$ cat src/h264aus_pkg.sv
package h264aus_pkg;

	localparam int OFFSET_BITS = 32;
	localparam int INDEX_BITS = 16;
	localparam int ADDR_BITS = 48;
	localparam int LEN_BITS = 32;
	localparam int IDX_OUT_BITS = 16;
	localparam int WIN_LEN = 9;
	localparam int FILL_BITS = $clog2(WIN_LEN + 1);
	localparam int QUEUE_DEPTH = 4;
	localparam int QPTR_BITS = $clog2(QUEUE_DEPTH);
	localparam int QCNT_BITS = $clog2(QUEUE_DEPTH + 1);
	localparam int APB_ADDR_BITS = 4;
	localparam int APB_DATA_BITS = 64;

	// NAL unit types
	localparam logic [4:0] NAL_SLICE = 5'd1;
	localparam logic [4:0] NAL_IDR = 5'd5;
	localparam logic [4:0] NAL_SEI = 5'd6;
	localparam logic [4:0] NAL_SPS = 5'd7;
	localparam logic [4:0] NAL_PPS = 5'd8;
	localparam logic [4:0] NAL_SUBSET_SPS = 5'd15;
	localparam logic [4:0] NAL_SLICE_EXT = 5'd20;
	// top bit of the first ue(v) byte: first_mb_in_slice == 0
	localparam int FIRST_MB_BIT = 7;

	typedef logic [7:0] octet_t;
	typedef logic [OFFSET_BITS-1:0] pos_t;
	typedef logic [INDEX_BITS-1:0] count_t;

	typedef struct packed {
		pos_t begin_pos;
		logic [LEN_BITS-1:0] len;
		logic [IDX_OUT_BITS-1:0] idx;
		logic found;
	} frame_t;

	// all frames produced by one input byte
	typedef struct packed {
		logic has_mid;
		frame_t mid;
		logic has_fin;
		frame_t fin;
	} step_t;

	function automatic logic [LEN_BITS-1:0] sat_len(input pos_t l);
		logic [63:0] wide;
		wide = 64'(l);
		if (wide > 64'h0000_0000_FFFF_FFFF) begin
			return '1;
		end
		return wide[LEN_BITS-1:0];
	endfunction

	function automatic count_t sat_inc(input count_t c);
		if (c == '1) begin
			return c;
		end
		return c + count_t'(1);
	endfunction

	function automatic logic [IDX_OUT_BITS-1:0] idx_out(input count_t c);
		return IDX_OUT_BITS'(c);
	endfunction

endpackage

$ cat src/h264aus_front.sv
module h264aus_front (
	input  logic                 clk,
	input  logic                 arst_n,
	input  logic                 data_valid,
	output logic                 data_ready,
	input  logic [7:0]           data_byte,
	input  logic                 last_byte,
	input  logic                 q_full,
	output logic                 push,
	output h264aus_pkg::step_t   push_data
);
	import h264aus_pkg::*;

	octet_t win_q [WIN_LEN];
	octet_t win_n [WIN_LEN];
	logic [FILL_BITS-1:0] fill_q, fill_n;
	pos_t pos_q, seg_q, esf_q;
	logic slice_q;
	count_t cnt_q;

	logic acc, full_win, start, first, endc, close, open;
	logic [4:0] typ;
	pos_t q, rel, from, seg1, esf2, pos1;
	logic slice1, slice2;
	count_t cnt1;

	assign data_ready = !q_full;
	assign acc = data_valid && data_ready;

	always_comb begin
		for (int i = 0; i < WIN_LEN - 1; i++) begin
			win_n[i] = win_q[i+1];
		end
		win_n[WIN_LEN-1] = data_byte;
		fill_n = (fill_q == FILL_BITS'(WIN_LEN)) ? fill_q : fill_q + FILL_BITS'(1);
		full_win = fill_n == FILL_BITS'(WIN_LEN);

		start = win_n[0] == 8'd0 && win_n[1] == 8'd0 && win_n[2] == 8'd1;
		typ = win_n[3][4:0];
		first = start && ((((typ == NAL_IDR) || (typ == NAL_SLICE)) && win_n[4][FIRST_MB_BIT])
			|| ((typ == NAL_SLICE_EXT) && win_n[7][FIRST_MB_BIT]));
		endc = (start && (typ == NAL_SUBSET_SPS || typ == NAL_SPS || typ == NAL_PPS
			|| typ == NAL_SEI)) || first;

		// q: stream offset of the window's oldest byte
		q = pos_q - pos_t'(WIN_LEN - 1);
		rel = q - seg_q;
		from = esf_q - seg_q;
		close = full_win && slice_q && (rel >= from) && endc;

		seg1 = close ? q : seg_q;
		slice1 = close ? 1'b0 : slice_q;
		cnt1 = close ? sat_inc(cnt_q) : cnt_q;

		open = full_win && !slice1 && first;
		slice2 = slice1 || open;
		esf2 = open ? q + pos_t'(WIN_LEN - 1) : esf_q;
		pos1 = pos_q + pos_t'(1);

		push = acc && (close || last_byte);
		push_data.has_mid = close;
		push_data.mid.begin_pos = seg_q;
		push_data.mid.len = sat_len(rel);
		push_data.mid.idx = idx_out(cnt_q);
		push_data.mid.found = 1'b1;
		push_data.has_fin = last_byte;
		push_data.fin.begin_pos = seg1;
		push_data.fin.len = sat_len(pos1 - seg1);
		push_data.fin.idx = idx_out(cnt1);
		push_data.fin.found = slice2;
	end

	// window contents only count once fill reaches WIN_LEN, so no reset
	always_ff @(posedge clk) begin
		if (acc) begin
			for (int i = 0; i < WIN_LEN; i++) begin
				win_q[i] <= win_n[i];
			end
		end
	end

	always_ff @(posedge clk or negedge arst_n) begin
		if (!arst_n) begin
			fill_q <= '0;
			pos_q <= '0;
			seg_q <= '0;
			esf_q <= '0;
			slice_q <= 1'b0;
			cnt_q <= '0;
		end else if (acc) begin
			if (last_byte) begin
				fill_q <= '0;
				pos_q <= '0;
				seg_q <= '0;
				esf_q <= '0;
				slice_q <= 1'b0;
				cnt_q <= '0;
			end else begin
				fill_q <= fill_n;
				pos_q <= pos1;
				seg_q <= seg1;
				esf_q <= esf2;
				slice_q <= slice2;
				cnt_q <= cnt1;
			end
		end
	end

endmodule

$ cat src/h264aus_fifo.sv
module h264aus_fifo (
	input  logic               clk,
	input  logic               arst_n,
	input  logic               push,
	input  h264aus_pkg::step_t wdata,
	output logic               full,
	input  logic               pop,
	output h264aus_pkg::step_t rdata,
	output logic               empty
);
	import h264aus_pkg::*;

	step_t mem_q [QUEUE_DEPTH];
	logic [QPTR_BITS-1:0] wr_q, rd_q;
	logic [QCNT_BITS-1:0] cnt_q;

	assign full = cnt_q == QCNT_BITS'(QUEUE_DEPTH);
	assign empty = cnt_q == '0;
	assign rdata = mem_q[rd_q];

	always_ff @(posedge clk) begin
		if (push) begin
			mem_q[wr_q] <= wdata;
		end
	end

	always_ff @(posedge clk or negedge arst_n) begin
		if (!arst_n) begin
			wr_q <= '0;
			rd_q <= '0;
			cnt_q <= '0;
		end else begin
			if (push) begin
				wr_q <= wr_q + QPTR_BITS'(1);
			end
			if (pop) begin
				rd_q <= rd_q + QPTR_BITS'(1);
			end
			if (push && !pop) begin
				cnt_q <= cnt_q + QCNT_BITS'(1);
			end else if (pop && !push) begin
				cnt_q <= cnt_q - QCNT_BITS'(1);
			end
		end
	end

	a_cnt_range: assert property (@(posedge clk) disable iff (!arst_n)
		cnt_q <= QCNT_BITS'(QUEUE_DEPTH))
		else $error("queue count out of range");

	a_no_overflow: assert property (@(posedge clk) disable iff (!arst_n)
		push |-> (!full || pop))
		else $error("push into full queue");

	a_no_underflow: assert property (@(posedge clk) disable iff (!arst_n)
		pop |-> !empty)
		else $error("pop from empty queue");

endmodule

$ cat src/h264aus_back.sv
module h264aus_back (
	input  logic                 clk,
	input  logic                 arst_n,
	input  logic [47:0]          base_address,
	input  logic                 empty,
	input  h264aus_pkg::step_t   head,
	output logic                 pop,
	output logic                 frame_valid,
	input  logic                 frame_ready,
	output logic [47:0]          frame_address,
	output logic [31:0]          frame_length,
	output logic [15:0]          frame_index,
	output logic                 start_found,
	output logic                 final_frame
);
	import h264aus_pkg::*;

	logic phase_q, valid_q;
	logic load, take_mid;
	frame_t sel;
	logic [ADDR_BITS-1:0] addr_q;
	logic [LEN_BITS-1:0] len_q;
	logic [IDX_OUT_BITS-1:0] idx_q;
	logic found_q, fin_q;

	assign load = !empty && (!valid_q || frame_ready);
	// phase_q set: the mid-stream frame of the head transaction is already out
	assign take_mid = head.has_mid && !phase_q;
	assign sel = take_mid ? head.mid : head.fin;
	assign pop = load && (!take_mid || !head.has_fin);

	always_ff @(posedge clk or negedge arst_n) begin
		if (!arst_n) begin
			phase_q <= 1'b0;
			valid_q <= 1'b0;
		end else begin
			if (load) begin
				phase_q <= take_mid && head.has_fin;
				valid_q <= 1'b1;
			end else if (frame_ready) begin
				valid_q <= 1'b0;
			end
		end
	end

	always_ff @(posedge clk) begin
		if (load) begin
			addr_q <= base_address + ADDR_BITS'(sel.begin_pos);
			len_q <= sel.len;
			idx_q <= sel.idx;
			found_q <= sel.found;
			fin_q <= !take_mid;
		end
	end

	assign frame_valid = valid_q;
	assign frame_address = addr_q;
	assign frame_length = len_q;
	assign frame_index = idx_q;
	assign start_found = found_q;
	assign final_frame = fin_q;

	a_phase_head: assert property (@(posedge clk) disable iff (!arst_n)
		phase_q |-> (!empty && head.has_mid && head.has_fin))
		else $error("second-frame phase without a two-frame head");

endmodule

$ cat src/h264_access_unit_splitter_core.sv
// H.264 Annex B access-unit splitter. Takes one stream byte per cycle and reports one
// frame (address, length, index, start flag, final flag) per output transaction. A start
// code is seen once the eight bytes after its first byte have arrived, so frames close
// up to nine bytes after their end; last_byte flushes the remainder as the final frame
// and restarts offsets and frame index at zero. The front end classifies each byte
// combinationally and writes any frames it produced into a four-entry queue; the output
// side drains the queue at one frame per cycle while frame_ready is high, through a
// registered output. A byte that both closes a frame and ends the stream yields two frames.
// Input stalls only when the queue is full. base_address is a 48-bit register in the low
// bits of the 64-bit word at offset 0 and must be written while no bytes are in flight.
module h264_access_unit_splitter_core (
	input  logic                                    clk,
	input  logic                                    arst_n,
	input  logic                                    psel,
	input  logic                                    penable,
	input  logic                                    pwrite,
	input  logic [h264aus_pkg::APB_ADDR_BITS-1:0]   paddr,
	input  logic [h264aus_pkg::APB_DATA_BITS-1:0]   pwdata,
	output logic [h264aus_pkg::APB_DATA_BITS-1:0]   prdata,
	output logic                                    pready,
	input  logic                                    data_valid,
	output logic                                    data_ready,
	input  logic [7:0]                              data_byte,
	input  logic                                    last_byte,
	output logic                                    frame_valid,
	input  logic                                    frame_ready,
	output logic [47:0]                             frame_address,
	output logic [31:0]                             frame_length,
	output logic [15:0]                             frame_index,
	output logic                                    start_found,
	output logic                                    final_frame
);
	import h264aus_pkg::*;

	logic [ADDR_BITS-1:0] base_q;
	logic reg_hit;
	logic push, q_full, q_empty, pop;
	step_t push_data, head;

	assign pready = 1'b1;
	assign reg_hit = !paddr[3];
	assign prdata = reg_hit ? APB_DATA_BITS'(base_q) : '0;

	always_ff @(posedge clk or negedge arst_n) begin
		if (!arst_n) begin
			base_q <= '0;
		end else if (psel && penable && pwrite && pready && reg_hit) begin
			base_q <= pwdata[ADDR_BITS-1:0];
		end
	end

	h264aus_front u_front (
		.clk        (clk),
		.arst_n     (arst_n),
		.data_valid (data_valid),
		.data_ready (data_ready),
		.data_byte  (data_byte),
		.last_byte  (last_byte),
		.q_full     (q_full),
		.push       (push),
		.push_data  (push_data)
	);

	h264aus_fifo u_fifo (
		.clk    (clk),
		.arst_n (arst_n),
		.push   (push),
		.wdata  (push_data),
		.full   (q_full),
		.pop    (pop),
		.rdata  (head),
		.empty  (q_empty)
	);

	h264aus_back u_back (
		.clk           (clk),
		.arst_n        (arst_n),
		.base_address  (base_q),
		.empty         (q_empty),
		.head          (head),
		.pop           (pop),
		.frame_valid   (frame_valid),
		.frame_ready   (frame_ready),
		.frame_address (frame_address),
		.frame_length  (frame_length),
		.frame_index   (frame_index),
		.start_found   (start_found),
		.final_frame   (final_frame)
	);

endmodule

$ cat config.mk
export PLATFORM = sky130hd
export DESIGN_NAME = h264_access_unit_splitter_core
export DESIGN_NICKNAME = d
export VERILOG_FILES = /design/src/h264aus_pkg.sv /design/src/h264aus_front.sv /design/src/h264aus_fifo.sv /design/src/h264aus_back.sv /design/src/h264_access_unit_splitter_core.sv
export SDC_FILE = /design/constraint.sdc
export NUM_CORES = 1
export LEC_CHECK = 0
export ABC_AREA = 1
export ABC_CLOCK_PERIOD_IN_PS = 14100
export BUFFER_PORTS_ARGS = -buffer_cell sky130_fd_sc_hd__buf_2
export CAP_MARGIN = 20
export CORE_ASPECT_RATIO = 1.4
export CORE_MARGIN = 1
export CORE_UTILIZATION = 34
export DETAILED_ROUTE_END_ITERATION = 8
export MAX_ROUTING_LAYER = met4
export SYNTH_ARGS = -nofsm -noshare
export SYNTH_HDL_FRONTEND = slang
export SYNTH_SLANG_ARGS = --single-unit
$ cat constraint.sdc
create_clock -name clk -period 14.1 [get_ports clk]
set_input_delay 0.705 -clock clk [delete_from_list [all_inputs] [get_ports clk]]
set_output_delay 0.705 -clock clk [all_outputs]
set_load 0.02 [all_outputs]
==> results of run 1 <==
## through the flow
step,area (µm²),hold slack [ns]
2_1_floorplan,47600,0.400
5_1_grt,53700,0.0765
4_1_cts,53700,0.0337
6_report,53700,0.0605
3_5_place_dp,50600,0.405
3_3_place_gp,50600,0.401
## power groups by stage
stage | Clock, W | Sequential (W) | Combinational, W
after floorplan | 0 | 0.00433 | 0.00326
after global placement | 0 | 0.00416 | 0.00508
after detailed placement | 0 | 0.00416 | 0.00514
after CTS | 0.00263 | 0.00411 | 0.00516
after global routing | 0.00274 | 0.00415 | 0.00565
final | 0.00257 | 0.00410 | 0.00511
## critical path, delay by kind of cell, from the launching register on
family,cells,cell delay (ns)
and+or+nand+nor,19,3.20
xor gates and xnor gates,3,1.48
adders and majority gates,4,1.40
DFF,1,0.43
buffers and inverters,6,1.18
AOI/OAI and AO/OA,8,2.17
## final cells by class
type,instances,area [µm²],share of cell area
Clock inverter,56,548,0.0102
Sequential cell,988,28800,0.536
Clock buffer,124,2600,0.0484
Multi-Input combinational cell,2959,16400,0.305
Timing Repair Buffer,252,1430,0.0267
Tap cell,1804,2260,0.0420
Inverter,443,1680,0.0313
Antenna cell,1,2.50,0.0000466
## logic make-up after synthesis
| logic type | synth area share |
|---|---|
| other | 0.000158 |
| adders and majority gates | 0.0451 |
| and+or+nand+nor | 0.136 |
| AOI/OAI and AO/OA | 0.125 |
| xor gates and xnor gates | 0.0366 |
| DFF | 0.605 |
| buffers and inverters | 0.0518 |
## synthesized netlist by cell type, drive strengths merged, types with 2 or more instances
master,number,area [µm²]
a211oi,3,22.5
a21boi,8,60.1
a21o,11,82.6
a21oi,341,1710
a221o,32,320
a22o,3,26.3
a31oi,74,463
a32o,38,380
and3,6,37.5
buf,39,221
clkbuf,155,582
conb,2,7.51
dfrtp,174,4350
edfxtp,814,24400
fa,4,80.1
ha,165,2060
inv,442,1660
nand2,628,2410
nand3,107,571
nand3b,4,30.0
nand4,36,231
nor2,697,2710
nor3,44,273
nor4,25,171
o2111ai,2,17.5
o211a,2,20.0
o211ai,8,60.1
o21a,9,67.6
o21ai,356,1790
o21bai,7,56.3
o221a,2,22.5
o221ai,3,26.3
o22ai,124,776
o311ai,2,17.5
o31ai,4,30.0
xnor2,44,385
xor2,148,1360
## layout by cell type (no fill, tap or decap), types with 7 or more instances in the layout
cell / n
sky130_fd_sc_hd__a21o_1: 11
sky130_fd_sc_hd__a21oi_1: 341
sky130_fd_sc_hd__a221o_1: 32
sky130_fd_sc_hd__a31oi_1: 73
sky130_fd_sc_hd__a32o_1: 38
sky130_fd_sc_hd__buf_2: 211
sky130_fd_sc_hd__buf_4: 35
sky130_fd_sc_hd__clkbuf_1: 20
sky130_fd_sc_hd__clkbuf_16: 97
sky130_fd_sc_hd__clkbuf_8: 8
sky130_fd_sc_hd__clkinv_1: 13
sky130_fd_sc_hd__clkinv_2: 17
sky130_fd_sc_hd__clkinvlp_4: 7
sky130_fd_sc_hd__conb_1: 17
sky130_fd_sc_hd__dfrtp_1: 172
sky130_fd_sc_hd__edfxtp_1: 814
sky130_fd_sc_hd__ha_1: 165
sky130_fd_sc_hd__inv_1: 425
sky130_fd_sc_hd__inv_2: 13
sky130_fd_sc_hd__nand2_1: 610
sky130_fd_sc_hd__nand2_2: 16
sky130_fd_sc_hd__nand3_1: 100
sky130_fd_sc_hd__nand3_2: 7
sky130_fd_sc_hd__nand4_1: 35
sky130_fd_sc_hd__nor2_1: 667
sky130_fd_sc_hd__nor2_2: 20
sky130_fd_sc_hd__nor2_4: 10
sky130_fd_sc_hd__nor3_1: 36
sky130_fd_sc_hd__nor4_1: 24
sky130_fd_sc_hd__o211ai_1: 8
sky130_fd_sc_hd__o21a_1: 9
sky130_fd_sc_hd__o21ai_0: 341
sky130_fd_sc_hd__o21ai_1: 13
sky130_fd_sc_hd__o22ai_1: 124
sky130_fd_sc_hd__xnor2_1: 44
sky130_fd_sc_hd__xor2_1: 140
sky130_fd_sc_hd__xor2_2: 8
## layer usage
metal,track usage,wire [µm],up-vias
met2,0.334,67700,800
met4,0.0649,4130,0
li1,-,-,16300
met3,0.0224,5010,206
met5,-,0,-
met1,0.209,51800,16500
## final timing paths
path | start | slack [ns] | endpoint | depth (start not counted)
setup reg to reg | u_front.pos_q[3]$_DFFE_PN0P_ | 3.79 | u_fifo.mem_q[3][28]$_DFFE_PP_ | 40
hold / removal | arst_n | 0.06 | u_front.cnt_q[2]$_DFFE_PN0P_ | 1
hold reg to reg | u_front.win_q[0][45]$_DFFE_PP_ | 0.42 | u_front.win_q[0][37]$_DFFE_PP_ | 0
setup / recovery | u_front.pos_q[3]$_DFFE_PN0P_ | 3.79 | u_fifo.mem_q[3][28]$_DFFE_PP_ | 40
min in group clk | data_byte[1] | 0.16 | u_front.win_q[0][65]$_DFFE_PP_ | 1
max in group asynchronous | arst_n | 12.77 | u_front.pos_q[23]$_DFFE_PN0P_ | 2
## state kept, by name (all words and copies together), names as in the netlist, 3 cells and up
signal and cells:
u_front.cnt_q 16, u_fifo.mem_q 652, u_front.fill_q 4, base_q 48, u_front.esf_q 32, u_back.frame_length 32
u_back.frame_index 16, u_front.pos_q 32, u_front.seg_q 32, u_front.win_q 64, u_back.frame_address 48, u_fifo.cnt_q 3
==> results.cfg, run 1 <==
[placed_design]
dpl.cell_count = 6446
port_buffers = 212
detailedPlace.worstSlack_ns = 4.01
detailedPlacementHpwl_um = 88900
finalWeightedCongestion = 0.958

[cts]
cts-htree-levels = 3
ctsLongestPathBuffers = 3
cts_tree = built
clk_pin_slew_ns = 0.06
ctsRootBufferMaster = sky130_fd_sc_hd__clkbuf_16
cts_hold_repair.buffers = 0
post-cts-setup-buffers = 0
ctsResizeCount = 0
tritoncts_num_sinks = 988
clk-insertion-delay-late_ns = 0.73
cts_made_buffers = 97

[grt]
grt_first_pass_wirelength_um = 196000
number_of_antenna_violations_at_the_first_check_in_global_routing = 2
global_route_usage_sum = 0.185
pin_count_of_the_biggest_net_entering_global_routing = 101
grt_overflow_total = 0
grt_pass1_vias = 33500

[floorplanning]
floorplan.initialDensity = 0.342
floorplan.die_area_um2 = 141000
placeableCoreArea_um2 = 139000
die_w_um = 318
height_of_the_die_um = 445
std_cell_rows = 162
pin_count = 249

[detailed_routing]
routed_via_density = 5.10
drt_first_pass_iters = 6
drc = 0
postRouteWirelength_um = 129000
initialDrtViolationCount = 2143
wire_per_inst_um = 19.4
detail-route-antenna-nets = 0
num_vias = 33800

[yosys]
edff_count_synth = 814
yosysWarningCount = 0
synth.cell_area_um2 = 47600
postSynth.topFlopCell = sky130_fd_sc_hd__edfxtp_1
postSynthAreaPerCell_um2 = 10.4
yosys.cell_types.count = 60
synth-seq-cells = 988
synth_sequential_area_ratio = 0.605
synthArstFlopShare = 0.176
synthCells = 4569

[job]
number_of_maximum_capacitance_constraint_violations = 0

[critical_path]
critical_path_end_type = register
arr_time_crit_path_ns = 10.73
timing.critical_path.from_type = register
cpMostUsedCell = sky130_fd_sc_hd__nand2_1
critical_path_class = reg2reg
biggest_cell_delay_along_the_critical_path_ns = 0.65
path_max_fanout = 61
cpMaxStageDelayCell = sky130_fd_sc_hd__xor2_1
required_ns = 14.52

[power]
share_seq_of_total_power = 0.348
clkPwrFrac = 0.218
p_comb_frac = 0.434
worst_ir_drop_vdd_v = 0.000128
power.internal_w = 0.00692
design_power_total_w = 0.0118
power_switching_w = 0.00486
power.leakage_nw = 21.4
power.density_nw_per_um2 = 219
power.switching_fraction = 0.412

[hold_path]
timing.hold.worst.class = in2async

[layout]
syn2layout_area_growth_pct = 13.0
finalCoreUtilization = 0.386
final_nets = 4994
post_layout_nonfiller_instances = 6627
layout-drive-gt1-share = 0.104
num-fill-cells = 13500

[timing]
fin_crit_ns = 10.31
highest_clock_frequency_the_design_can_meet_ghz = 0.0970
finalMaxSlewViolations = 0
final-setup-viol-count = 0
timing.final.ws_setup_ns = 3.79
tightestPinTransition_ns = 1.08
setup_tns_ns = 0
final.period_utilization = 0.731
timing.slew.headroom = 0.270
unrepaired_setup_endpoints_after_global_routing = no
skew_ns = 0.0475
final-hold-violation-count = 0

[status]
run_status = completed
Note: power is estimated with default switching activity, not from simulation.
==> inputs of run 2 (changes only) <==
--- a/config.mk
+++ b/config.mk
@@ -5,8 +5,8 @@
 export SDC_FILE = /design/constraint.sdc
 export NUM_CORES = 1
 export LEC_CHECK = 0
-export ABC_AREA = 1
-export ABC_CLOCK_PERIOD_IN_PS = 14100
+export ABC_AREA = 0
+export ABC_CLOCK_PERIOD_IN_PS = 10850
 export BUFFER_PORTS_ARGS = -buffer_cell sky130_fd_sc_hd__buf_2
 export CAP_MARGIN = 20
 export CORE_ASPECT_RATIO = 1.4
==> constraint.sdc (replaced) <==
create_clock -name clk -period 10.85 [get_ports clk]
set_input_delay 0.5425 -clock clk [delete_from_list [all_inputs] [get_ports clk]]
set_output_delay 0.5425 -clock clk [all_outputs]
set_load 0.02 [all_outputs]
==> results.cfg, run 2 <==
[layout]
num-fill-cells = 12300
syn2layout_area_growth_pct = 17.8
final_nets = 3883
most_frequent_standard_cell_in_the_layout_excluding_fill_and_tap_cells = sky130_fd_sc_hd__edfxtp_1
most_frequent_cells_in_the_layout = sky130_fd_sc_hd__edfxtp_1 (814), sky130_fd_sc_hd__buf_2 (211), sky130_fd_sc_hd__nand2_1 (197), sky130_fd_sc_hd__buf_4 (179), sky130_fd_sc_hd__a21oi_1 (176)
flip_flop_count_of_the_largest_register_all_copies_and_words_added = 652
max_flop_register = u_fifo.mem_q
reg.largest.list = u_fifo.mem_q: 652 flops, u_front.win_q: 64 flops
layout-drive-gt1-share = 0.240

[yosys]
postSynthAreaPerCell_um2 = 14.4
synth.cell_area_um2 = 46100
synth_sequential_area_ratio = 0.625
ys_top_cells_by_count = sky130_fd_sc_hd__edfxtp_1 (814), sky130_fd_sc_hd__nand2_1 (199), sky130_fd_sc_hd__a21oi_1 (177)
synthArstFlopShare = 0.176
postSynth.topFlopCell = sky130_fd_sc_hd__edfxtp_1
yosysWarningCount = 0
synth.top_cells.by_area = sky130_fd_sc_hd__edfxtp_1 (53%), sky130_fd_sc_hd__dfrtp_1 (9.4%), sky130_fd_sc_hd__mux4_2 (8.0%)
yosys.area.top_type_share = 0.530
synth-seq-cells = 988
yosys.area.top_type = sky130_fd_sc_hd__edfxtp_1
yosys.cell_types.count = 81
synthCells = 3203
synthMostInstantiatedCell = sky130_fd_sc_hd__edfxtp_1
edff_count_synth = 814

[power]
design_power_total_w = 0.0126
power.switching_fraction = 0.313
worst_ir_drop_vdd_v = 0.000136
clkPwrFrac = 0.273
power_switching_w = 0.00394
power.leakage_nw = 20.3
power.internal_w = 0.00865
power.density_nw_per_um2 = 232
p_comb_frac = 0.318
share_seq_of_total_power = 0.410

[grt]
grt_overflow_total = 0
grt_pass1_vias = 28500
global_route_usage_sum = 0.155
grt_first_pass_wirelength_um = 161000
number_of_antenna_violations_at_the_first_check_in_global_routing = 2
pin_count_of_the_biggest_net_entering_global_routing = 86

[critical_path]
reg2reg_depth = 45
path_max_fanout = 8
critPathLaunch = u_front.pos_q[4]$_DFFE_PN0P_
critical_path.reg2reg.endpoint = u_fifo.mem_q[0][43]$_DFFE_PP_
crit-reg2reg-launch = u_front.pos_q[4]$_DFFE_PN0P_
cpMaxStageDelayCell = sky130_fd_sc_hd__or4_1
critical_path_class = reg2reg
critPathBufInv = 10
cpMostUsedCell = sky130_fd_sc_hd__buf_4
required_ns = 11.29
endpoint = u_fifo.mem_q[0][43]$_DFFE_PP_
biggest_cell_delay_along_the_critical_path_ns = 0.46
crit_cells = 45
arr_time_crit_path_ns = 10.26
critical_path_end_type = register
timing.reg2reg.setup_slack_ns = 1.02
timing.critical_path.from_type = register
cpLargestDelayFamily = simple AND/OR/NAND/NOR gates

[floorplanning]
std_cell_rows = 159
floorplan.die_area_um2 = 137000
height_of_the_die_um = 438
placeableCoreArea_um2 = 134000
floorplan.initialDensity = 0.343
pin_count = 249
die_w_um = 313

[cts]
ctsRootBufferMaster = sky130_fd_sc_hd__clkbuf_16
cts_made_buffers = 96
tritoncts_num_sinks = 988
post-cts-setup-buffers = 0
ctsLongestPathBuffers = 3
clk_pin_slew_ns = 0.06
clk-insertion-delay-late_ns = 0.72
cts-htree-levels = 3
cts_tree = built

[hold_path]
timing.hold.worst.class = in2reg
timing.hold.worst_path_depth = 2

[timing]
highest_clock_frequency_the_design_can_meet_ghz = 0.102
skew_ns = 0.0553
final-hold-violation-count = 0
finalMaxSlewViolations = 0
final-setup-viol-count = 0
fin_crit_ns = 9.83
tightestPinTransition_ns = 0.959
final.period_utilization = 0.906
holdWs_ns = 0.0852
timing.final.ws_setup_ns = 1.02
unrepaired_setup_endpoints_after_global_routing = no
timing.slew.headroom = 0.359
setup_tns_ns = 0

[placed_design]
detailedPlacementHpwl_um = 70000
port_buffers = 212
finalWeightedCongestion = 0.910
detailedPlace.worstSlack_ns = 1.00

[detailed_routing]
detail-route-antenna-nets = 0
routed_via_density = 4.96
drc = 0
wire_per_inst_um = 18.7
drt_first_pass_iters = 5
num_vias = 27200
postRouteWirelength_um = 102000
initialDrtViolationCount = 1712

[status]
run_status = completed

[job]
number_of_maximum_capacitance_constraint_violations = 0
## run 2: cell types whose count changed in the layout (fill, tap and decap cells not counted), sizes merged, moves of 54 or more
cell / before / now
a21oi: 341 / 179
o22ai: 124 / 34
a31oi: 74 / 15
buf: 251 / 404
mux2: 0 / 131
nand3: 107 / 53
xor2: 148 / 91
nor2b: 0 / 67
mux4: 0 / 163
nor2: 697 / 129
nand2: 628 / 199
xnor2: 44 / 133
o21ai: 356 / 154
inv: 448 / 148
## run 2: worst min-delay path by stage
| stage | start | end |
|---|---|---|
| 2_1_floorplan | arst_n | base_q[0]$_DFFE_PN0P_ |
| 3_3_place_gp | u_front.win_q[0][59]$_DFFE_PP_ | u_front.win_q[0][51]$_DFFE_PP_ |
| 3_5_place_dp | u_front.win_q[0][45]$_DFFE_PP_ | u_front.win_q[0][37]$_DFFE_PP_ |
| 4_1_cts | pwdata[9] | base_q[9]$_DFFE_PN0P_ |
| 5_1_grt | pwdata[9] | base_q[9]$_DFFE_PN0P_ |
| 6_report | pwdata[24] | base_q[24]$_DFFE_PN0P_ |
## run 2: cells by family (layout without fill, tap and decap cells)
kind of cell | Yosys count | in the layout | synth area share
compound gates | 577 | 577 | 0.0774
xor+xnor | 224 | 224 | 0.0425
fa+ha+maj | 169 | 169 | 0.0465
buf+inv | 284 | 778 | 0.0246
flops | 988 | 988 | 0.625
mux | 300 | 300 | 0.113
other cells | 2 | 18 | 0.000163
simple gates | 659 | 659 | 0.0713
## run 2: repair_timing
item | CTS | global route
endpoints found under the hold margin | 121 | 0
hold buffers | 52 | 0
resized for setup | 0 | 0
## run 2: metal layers
layer / track usage / up-vias / routed length (µm)
met3: 0.0253 / 143 / 4700
met1: 0.187 / 13600 / 43800
li1: - / 13000 / -
met2: 0.264 / 509 / 51500
met4: 0.0484 / 0 / 2340
met5: - / - / 0
## run 2: power by group through the flow
stage	combinational (W)	sequential, W	clock (W)
final	0.00400	0.00516	0.00343
after CTS	0.00411	0.00517	0.00355
after global routing	0.00441	0.00522	0.00366
after detailed placement	0.00408	0.00525	0
after global placement	0.00405	0.00522	0
after floorplan	0.00266	0.00546	0
## run 2: layout make-up
cell class	count	area, µm²	area share
sequential	988	28800	0.530
multi-input combinational	1946	16300	0.300
timing repair buffer	457	3210	0.0592
clock buffer	127	2620	0.0482
tap	1771	2220	0.0408
clock inverter	53	642	0.0118
inverter	141	532	0.00979
antenna	1	2.50	0.0000461
## run 2: metrics by stage
step	util	cells	cell area, µm²
2_1_floorplan	-	3218	46200
3_3_place_gp	0.376	5251	50500
3_5_place_dp	0.376	5251	50500
4_1_cts	0.404	5483	54300
5_1_grt	0.404	5484	54300
6_report	0.404	5484	54300
